File: config.mk
export PLATFORM = sky130hd
export DESIGN_NAME = immediate_alu_branch_execute_top
export DESIGN_NICKNAME = d
export VERILOG_FILES = /design/src/hdl/iabe_pkg.sv /design/src/hdl/immediate_alu_branch_execute_top.sv /design/src/hdl/iabe_exec.sv
export SDC_FILE = /design/constraint.sdc
export NUM_CORES = 1
export LEC_CHECK = 0
export BUFFER_PORTS_ARGS = -buffer_cell sky130_fd_sc_hd__buf_2
export CAP_MARGIN = 25
export CORE_AREA = 2 2 146 148
export CTS_CLUSTER_SIZE = 8
export DETAILED_ROUTE_END_ITERATION = 7
export DIE_AREA = 0 0 148 150
export PLACE_DENSITY = 0.79
export SLEW_MARGIN = 20
export SYNTH_ARGS = -nofsm -noshare
export SYNTH_HDL_FRONTEND = slang
export SYNTH_SLANG_ARGS = --single-unit
File: constraint.sdc
create_clock -name clk -period 9 [get_ports clk]
set_input_delay 1.8 -clock clk [delete_from_list [all_inputs] [get_ports clk]]
set_output_delay 1.8 -clock clk [all_outputs]
set_load 0.02 [all_outputs]
File: src/hdl/iabe_pkg.sv
// types and constants shared by the immediate-format execute unit
// no dependencies; imported by iabe_exec, immediate_alu_branch_execute_top and tb
`default_nettype none

package iabe_pkg;

  localparam int unsigned ModeW = 5;
  localparam int unsigned DataW = 32;
  localparam int unsigned ImmW  = 16;

  typedef enum logic [ModeW-1:0] {
    MODE_ADDI   = 5'd0,
    MODE_ADDIU  = 5'd1,
    MODE_ANDI   = 5'd2,
    MODE_ORI    = 5'd3,
    MODE_XORI   = 5'd4,
    MODE_SLTI   = 5'd5,
    MODE_SLTIU  = 5'd6,
    MODE_LW     = 5'd7,
    MODE_LB     = 5'd8,
    MODE_LBU    = 5'd9,
    MODE_SW     = 5'd10,
    MODE_SB     = 5'd11,
    MODE_BEQ    = 5'd12,
    MODE_BNE    = 5'd13,
    MODE_BGEZ   = 5'd14,
    MODE_BGTZ   = 5'd15,
    MODE_BLEZ   = 5'd16,
    MODE_BLTZ   = 5'd17,
    MODE_BGEZAL = 5'd18,
    MODE_BLTZAL = 5'd19
  } mode_t;

  typedef struct packed {
    logic [ModeW-1:0] mode;
    logic [DataW-1:0] rs_value;
    logic [DataW-1:0] rt_value;
    logic [ImmW-1:0]  immediate;
    logic [DataW-1:0] load_data;
  } op_t;

  typedef struct packed {
    logic [DataW-1:0] reg_result;
    logic             reg_write;
    logic             overflow;
    logic [DataW-1:0] mem_addr;
    logic             mem_read;
    logic             mem_write;
    logic             mem_is_byte;
    logic [DataW-1:0] store_data;
    logic             branch_taken;
    logic             link_request;
  } res_t;

endpackage

`default_nettype wire

File: src/hdl/immediate_alu_branch_execute_top.sv
// top level of the immediate-format execute unit: operand register, execute logic,
// result register; depends on iabe_pkg and iabe_exec
//
// usage:
//   input channel in_valid/in_ready carries one instruction per transaction:
//   mode, rs_value, rt_value, immediate and load_data
//   result channel out_valid/out_ready carries one result per transaction:
//   register result and write enable, overflow, memory address and controls,
//   store data, branch condition and link request
//   every instruction gives exactly one result, in order; no state is kept
//   between instructions
//   path to result valid: operand register, then the result register behind the
//   execute logic
//   throughput: one per cycle while out_ready is high, via the two-entry pipeline
//   reset: rst_n low empties both registers; out_valid drops and in_ready rises
//   stall: when out_ready is low the result holds, the operand register still
//   takes one more transaction, then in_ready drops until the result is taken
`default_nettype none

module immediate_alu_branch_execute_top (
  input  wire         clk,
  input  wire         rst_n,
  input  wire         in_valid,
  output logic        in_ready,
  input  wire  [4:0]  in_mode,
  input  wire  [31:0] in_rs_value,
  input  wire  [31:0] in_rt_value,
  input  wire  [15:0] in_immediate,
  input  wire  [31:0] in_load_data,
  output logic        out_valid,
  input  wire         out_ready,
  output logic [31:0] out_reg_result,
  output logic        out_reg_write,
  output logic        out_overflow,
  output logic [31:0] out_mem_addr,
  output logic        out_mem_read,
  output logic        out_mem_write,
  output logic        out_mem_is_byte,
  output logic [31:0] out_store_data,
  output logic        out_branch_taken,
  output logic        out_link_request
);
  import iabe_pkg::*;

  op_t  op_r;
  logic op_valid_r;
  res_t res_r;
  logic res_valid_r;
  res_t res_nxt;
  logic res_load;
  logic op_load;

  assign res_load = op_valid_r && (!res_valid_r || out_ready);
  assign in_ready = !op_valid_r || res_load;
  assign op_load  = in_valid && in_ready;

  always_ff @(posedge clk) begin
    if (!rst_n) begin
      op_valid_r <= 1'b0;
    end else if (in_ready) begin
      op_valid_r <= in_valid;
    end
  end

  always_ff @(posedge clk) begin
    if (op_load) begin
      op_r.mode      <= in_mode;
      op_r.rs_value  <= in_rs_value;
      op_r.rt_value  <= in_rt_value;
      op_r.immediate <= in_immediate;
      op_r.load_data <= in_load_data;
    end
  end

  iabe_exec u_exec (
    .op  (op_r),
    .res (res_nxt)
  );

  always_ff @(posedge clk) begin
    if (!rst_n) begin
      res_valid_r <= 1'b0;
    end else if (res_load) begin
      res_valid_r <= 1'b1;
    end else if (out_ready) begin
      res_valid_r <= 1'b0;
    end
  end

  always_ff @(posedge clk) begin
    if (res_load) begin
      res_r <= res_nxt;
    end
  end

  assign out_valid        = res_valid_r;
  assign out_reg_result   = res_r.reg_result;
  assign out_reg_write    = res_r.reg_write;
  assign out_overflow     = res_r.overflow;
  assign out_mem_addr     = res_r.mem_addr;
  assign out_mem_read     = res_r.mem_read;
  assign out_mem_write    = res_r.mem_write;
  assign out_mem_is_byte  = res_r.mem_is_byte;
  assign out_store_data   = res_r.store_data;
  assign out_branch_taken = res_r.branch_taken;
  assign out_link_request = res_r.link_request;

  // accepted transaction always lands in the operand register
  a_op_fill: assert property (@(posedge clk) disable iff (!rst_n)
    op_load |=> op_valid_r)
    else $error("accepted transaction lost");

  // waiting operand keeps its payload while the result register is blocked
  a_op_hold: assert property (@(posedge clk) disable iff (!rst_n)
    op_valid_r && !res_load |=> op_valid_r && $stable(op_r))
    else $error("waiting operand changed");

  // overflow suppresses the register write and clears the result
  a_ovf: assert property (@(posedge clk) disable iff (!rst_n)
    res_valid_r && res_r.overflow |-> !res_r.reg_write && res_r.reg_result == '0)
    else $error("overflow with register write");

  // a result is never both a load and a store
  a_mem_excl: assert property (@(posedge clk) disable iff (!rst_n)
    res_valid_r |-> !(res_r.mem_read && res_r.mem_write))
    else $error("load and store at once");

  // an unwritten destination carries a zero result
  a_no_write_zero: assert property (@(posedge clk) disable iff (!rst_n)
    res_valid_r && !res_r.reg_write |-> res_r.reg_result == '0)
    else $error("nonzero result without write");

endmodule

`default_nettype wire

File: src/hdl/iabe_exec.sv
// combinational execute logic for one immediate-format instruction
// depends on iabe_pkg for the operand and result structs and the mode codes
`default_nettype none

module iabe_exec (
  input  iabe_pkg::op_t  op,
  output iabe_pkg::res_t res
);
  import iabe_pkg::*;

  logic [DataW-1:0] simm;
  logic [DataW-1:0] zimm;
  logic [DataW-1:0] sum;
  logic             add_ovf;
  logic             neg;
  logic             rs_zero;

  assign simm    = {{(DataW-ImmW){op.immediate[ImmW-1]}}, op.immediate};
  assign zimm    = {{(DataW-ImmW){1'b0}}, op.immediate};
  assign sum     = op.rs_value + simm;
  assign add_ovf = (op.rs_value[DataW-1] == simm[DataW-1]) &&
                   (sum[DataW-1] != op.rs_value[DataW-1]);
  assign neg     = op.rs_value[DataW-1];
  assign rs_zero = (op.rs_value == '0);

  always_comb begin
    res = '0;
    unique case (mode_t'(op.mode))
      MODE_ADDI: begin
        if (add_ovf) begin
          res.overflow = 1'b1;
        end else begin
          res.reg_result = sum;
          res.reg_write  = 1'b1;
        end
      end
      MODE_ADDIU: begin
        res.reg_result = sum;
        res.reg_write  = 1'b1;
      end
      MODE_ANDI: begin
        res.reg_result = op.rs_value & zimm;
        res.reg_write  = 1'b1;
      end
      MODE_ORI: begin
        res.reg_result = op.rs_value | zimm;
        res.reg_write  = 1'b1;
      end
      MODE_XORI: begin
        res.reg_result = op.rs_value ^ zimm;
        res.reg_write  = 1'b1;
      end
      MODE_SLTI: begin
        res.reg_result = {{(DataW-1){1'b0}}, ($signed(op.rs_value) < $signed(simm))};
        res.reg_write  = 1'b1;
      end
      MODE_SLTIU: begin
        res.reg_result = {{(DataW-1){1'b0}}, (op.rs_value < simm)};
        res.reg_write  = 1'b1;
      end
      MODE_LW: begin
        res.reg_result = op.load_data;
        res.reg_write  = 1'b1;
        res.mem_addr   = sum;
        res.mem_read   = 1'b1;
      end
      MODE_LB: begin
        res.reg_result  = {{(DataW-8){op.load_data[7]}}, op.load_data[7:0]};
        res.reg_write   = 1'b1;
        res.mem_addr    = sum;
        res.mem_read    = 1'b1;
        res.mem_is_byte = 1'b1;
      end
      MODE_LBU: begin
        res.reg_result  = {{(DataW-8){1'b0}}, op.load_data[7:0]};
        res.reg_write   = 1'b1;
        res.mem_addr    = sum;
        res.mem_read    = 1'b1;
        res.mem_is_byte = 1'b1;
      end
      MODE_SW: begin
        res.mem_addr   = sum;
        res.mem_write  = 1'b1;
        res.store_data = op.rt_value;
      end
      MODE_SB: begin
        res.mem_addr    = sum;
        res.mem_write   = 1'b1;
        res.mem_is_byte = 1'b1;
        res.store_data  = {{(DataW-8){1'b0}}, op.rt_value[7:0]};
      end
      MODE_BEQ:    res.branch_taken = (op.rs_value == op.rt_value);
      MODE_BNE:    res.branch_taken = (op.rs_value != op.rt_value);
      MODE_BGEZ:   res.branch_taken = !neg;
      MODE_BGTZ:   res.branch_taken = !neg && !rs_zero;
      MODE_BLEZ:   res.branch_taken = neg || rs_zero;
      MODE_BLTZ:   res.branch_taken = neg;
      MODE_BGEZAL: begin
        res.branch_taken = !neg;
        res.link_request = 1'b1;
      end
      MODE_BLTZAL: begin
        res.branch_taken = neg;
        res.link_request = 1'b1;
      end
      default: res = '0;
    endcase
  end

endmodule

`default_nettype wire

==> metrics.txt <==
WHS Endpoint=out_valid; Fin. Hold Viols=0; r2r setup slk=4520 ps; Worst-Skew Late Latency=560 ps; Most used DFF post-synth=edfxtp_1; reg2reg start=op_r[47]; Mapped Area=11,200 um^2; CP Class=flip-flop to flip-flop; first-pass GRT wire length=44.7 mm; EDFF count, synth=220; maxcap violations=0; core area=20,700 um^2; Async SR Flop Fraction=0; Largest stage delay, worst path=740 ps; top cells by area, synth=edfxtp_1 59%, ha_1 8.8%, a21oi_1 3.1%, xor2_1 3.1%, nor2_1 2.2%; PD cells=196 nW/um^2; Largest delay share family, worst path=simple AND/OR/NAND/NOR gates; Resized cells post-CTS=0; initial core utilization=0.541; RSZ-0062 raised after global routing=false; Peak VDD IR=roughly 160 uV; RePlAce Congestion=roughly 0.95; Die Y=150 um; Layout Utilization=0.648; area of the multi-input gates=4170 um^2; Pwr Total=roughly 0.0026 W; IO buf count=225; outcome=finished, final reports clean; Global Route Usage Sum=0.265; fillcell total=1,620; worst path required time=9390 ps; crit path DAT=4870 ps; cells along the critical path=inv_1 -> ha_1 -> nor4_1 -> nand3_1 -> nor3_1 -> and3_1 -> or3_1 -> nand3_2 -> or3_1 -> o211ai_1; post-synth top area share=0.590; Final min period=4480 ps; min-delay src=op_valid_r; largest net degree at the start of global routing=77; num rows=53; Die W=between 100 and 150 um; Hold Path Depth=1; Congestion Overflow GR=0; Reg2Reg Depth=10; Layout area overhead=19.8%; CTS tree=built; clk sinks=222; final worst-path setup slack=4520 ps; Seq. cell area=about 6600 um^2; NumNets Final=1,341; Avg WL per Cell=20.6 um; startpoint types=flip-flop; Final TNS setup=0 ps; First-pass DRT Iterations=5; initial antenna violation count=2; vias per inst=5.76; CTS root buffer=clkbuf_16; ratio of cells with drive above 1 in the final layout=0.246; Worst Tran Pin Value=992 ps; Most common cell on crit path=or3_1; Avg Cell Area, Syn=between 10 and 15 um^2; Net Count, Synth=1,113; worst clock skew=approximately 13 ps; Max Fclk=223 MHz; pre-CTS WS=4580 ps; Final Setup Violations=0; relative slew slack=0.338; period utilisation layout=0.498; post-synthesis sequential area ratio=0.594; area leader, netlist=edfxtp_1; I/O Pins=226; DPL Wire Length=21.6 mm; Hold Path Class=flip-flop to flip-flop; Slowest cell on crit path=edfxtp_1; vias in the first global route=7,955; Seq cells post-synth=222; CTS Buf Count=31; critical path buffer and inverter count=1; post-CTS setup buffer count=0; DRT iter0 DRCs=824; Max Slew Vio Count=0; leakage=5.37 nW; post-synthesis cell count=between 900 and 1,000; CTS H-tree lvls=1; Clock Path Buffers=3; YS warnings=0; drt total wl=29.4 mm; Residual DRC=0; Netlist cell types=63; CTS Hold Buffers Added=0; vias=8,227; die area=22,200 um^2; Clock transition at path regs=50 ps; Setup crit end kind=flip-flop; reg2reg end=out_reg_result[8]; Crit Path Max Fanout=27; Final ANT Viol Nets=0
-- synthesized netlist by cell type, types with 16 or more instances --
cell / instances
edfxtp_1: 220
ha_1: 79
a21oi_1: 70
nor2_1: 67
inv_1: 56
o21ai_0: 44
xor2_1: 39
clkbuf_1: 31
nand2_1: 31
and2_1: 29
xnor2_1: 25
o21ai_1: 22
nor4_1: 19
a221oi_1: 18
and3_1: 16
-- cells in the final DEF (no fill, tap or decap), types with 22 or more instances in the layout --
cell,synthesis,routed
buf_2,4,225
edfxtp_1,220,220
nand2_1,31,31
and2_1,29,28
inv_1,56,56
xnor2_1,25,25
ha_1,79,79
nor2_1,67,66
o21ai_0,44,44
a21oi_1,70,70
o21ai_1,22,22
xor2_1,39,39
clkbuf_16,0,31
-- how the worst max path moves through the flow --
stage	start	endpoint	slack (ps)	cells after the start
2_1_floorplan	out_ready	out_branch_taken	1980	2
3_3_place_gp	op_r[47]	out_reg_result[10]	4690	11
6_report	op_r[47]	out_reg_result[8]	4520	10
4_1_cts	op_r[47]	out_reg_result[8]	4550	10
5_1_grt	op_r[47]	out_reg_result[10]	4260	11
3_5_place_dp	op_r[47]	out_reg_result[8]	4580	10
-- per-stage QoR --
step / hold WS (ps) / area, um^2 / instances
global route: 566 / 13400 / 1428
finish: 526 / 13400 / 1428
global placement: 508 / 12600 / 1381
CTS: 527 / 13400 / 1426
detailed placement: 521 / 12600 / 1381
floorplan: 477 / 11200 / 912
-- state kept, by name (all words and copies together) (netlist names) --
signal            count
op_r                117
out_overflow          1
out_branch_taken      1
out_reg_result       32
op_valid_r            1
out_reg_write         1
out_valid             1
out_mem_is_byte       1
out_store_data       32
out_mem_addr         32
out_link_request      1
out_mem_write         1
out_mem_read          1
-- layout make-up --
cell class	count	area share
flip-flops and latches	222	0.496
multi-input cells	592	0.311
repair buffers	233	0.0890
clock buffers	43	0.0612
well taps	275	0.0257
inverters	60	0.0168
clock inverters	2	0.000933
diodes	1	0.000187
-- metal layers --
layer	vias to the layer above	track usage	part of all wire	routed length (um)
met5	-	0	0.00044	13
met4	2	0.0786	0.027	791
met3	59	0.0765	0.11	3130
met2	436	0.391	0.44	12800
met1	3897	0.383	0.43	12600
li1	3833	-	-	-
-- logic make-up after synthesis --
family | share of synthesized area
buf+inv | 0.0350
xor+xnor | 0.0501
flops | 0.594
compound gates | 0.127
simple gates | 0.103
fa+ha+maj | 0.0901
-- report_power, final --
group / switching, W / internal (W) / total [W]
logic: 0.000230 / 0.000129 / 0.000359
registers: 0.0000439 / 0.00121 / 0.00125
clock network: 0.000394 / 0.000617 / 0.00101
total: 0.000668 / 0.00195 / 0.00262
(Power assumes the default switching activity.)
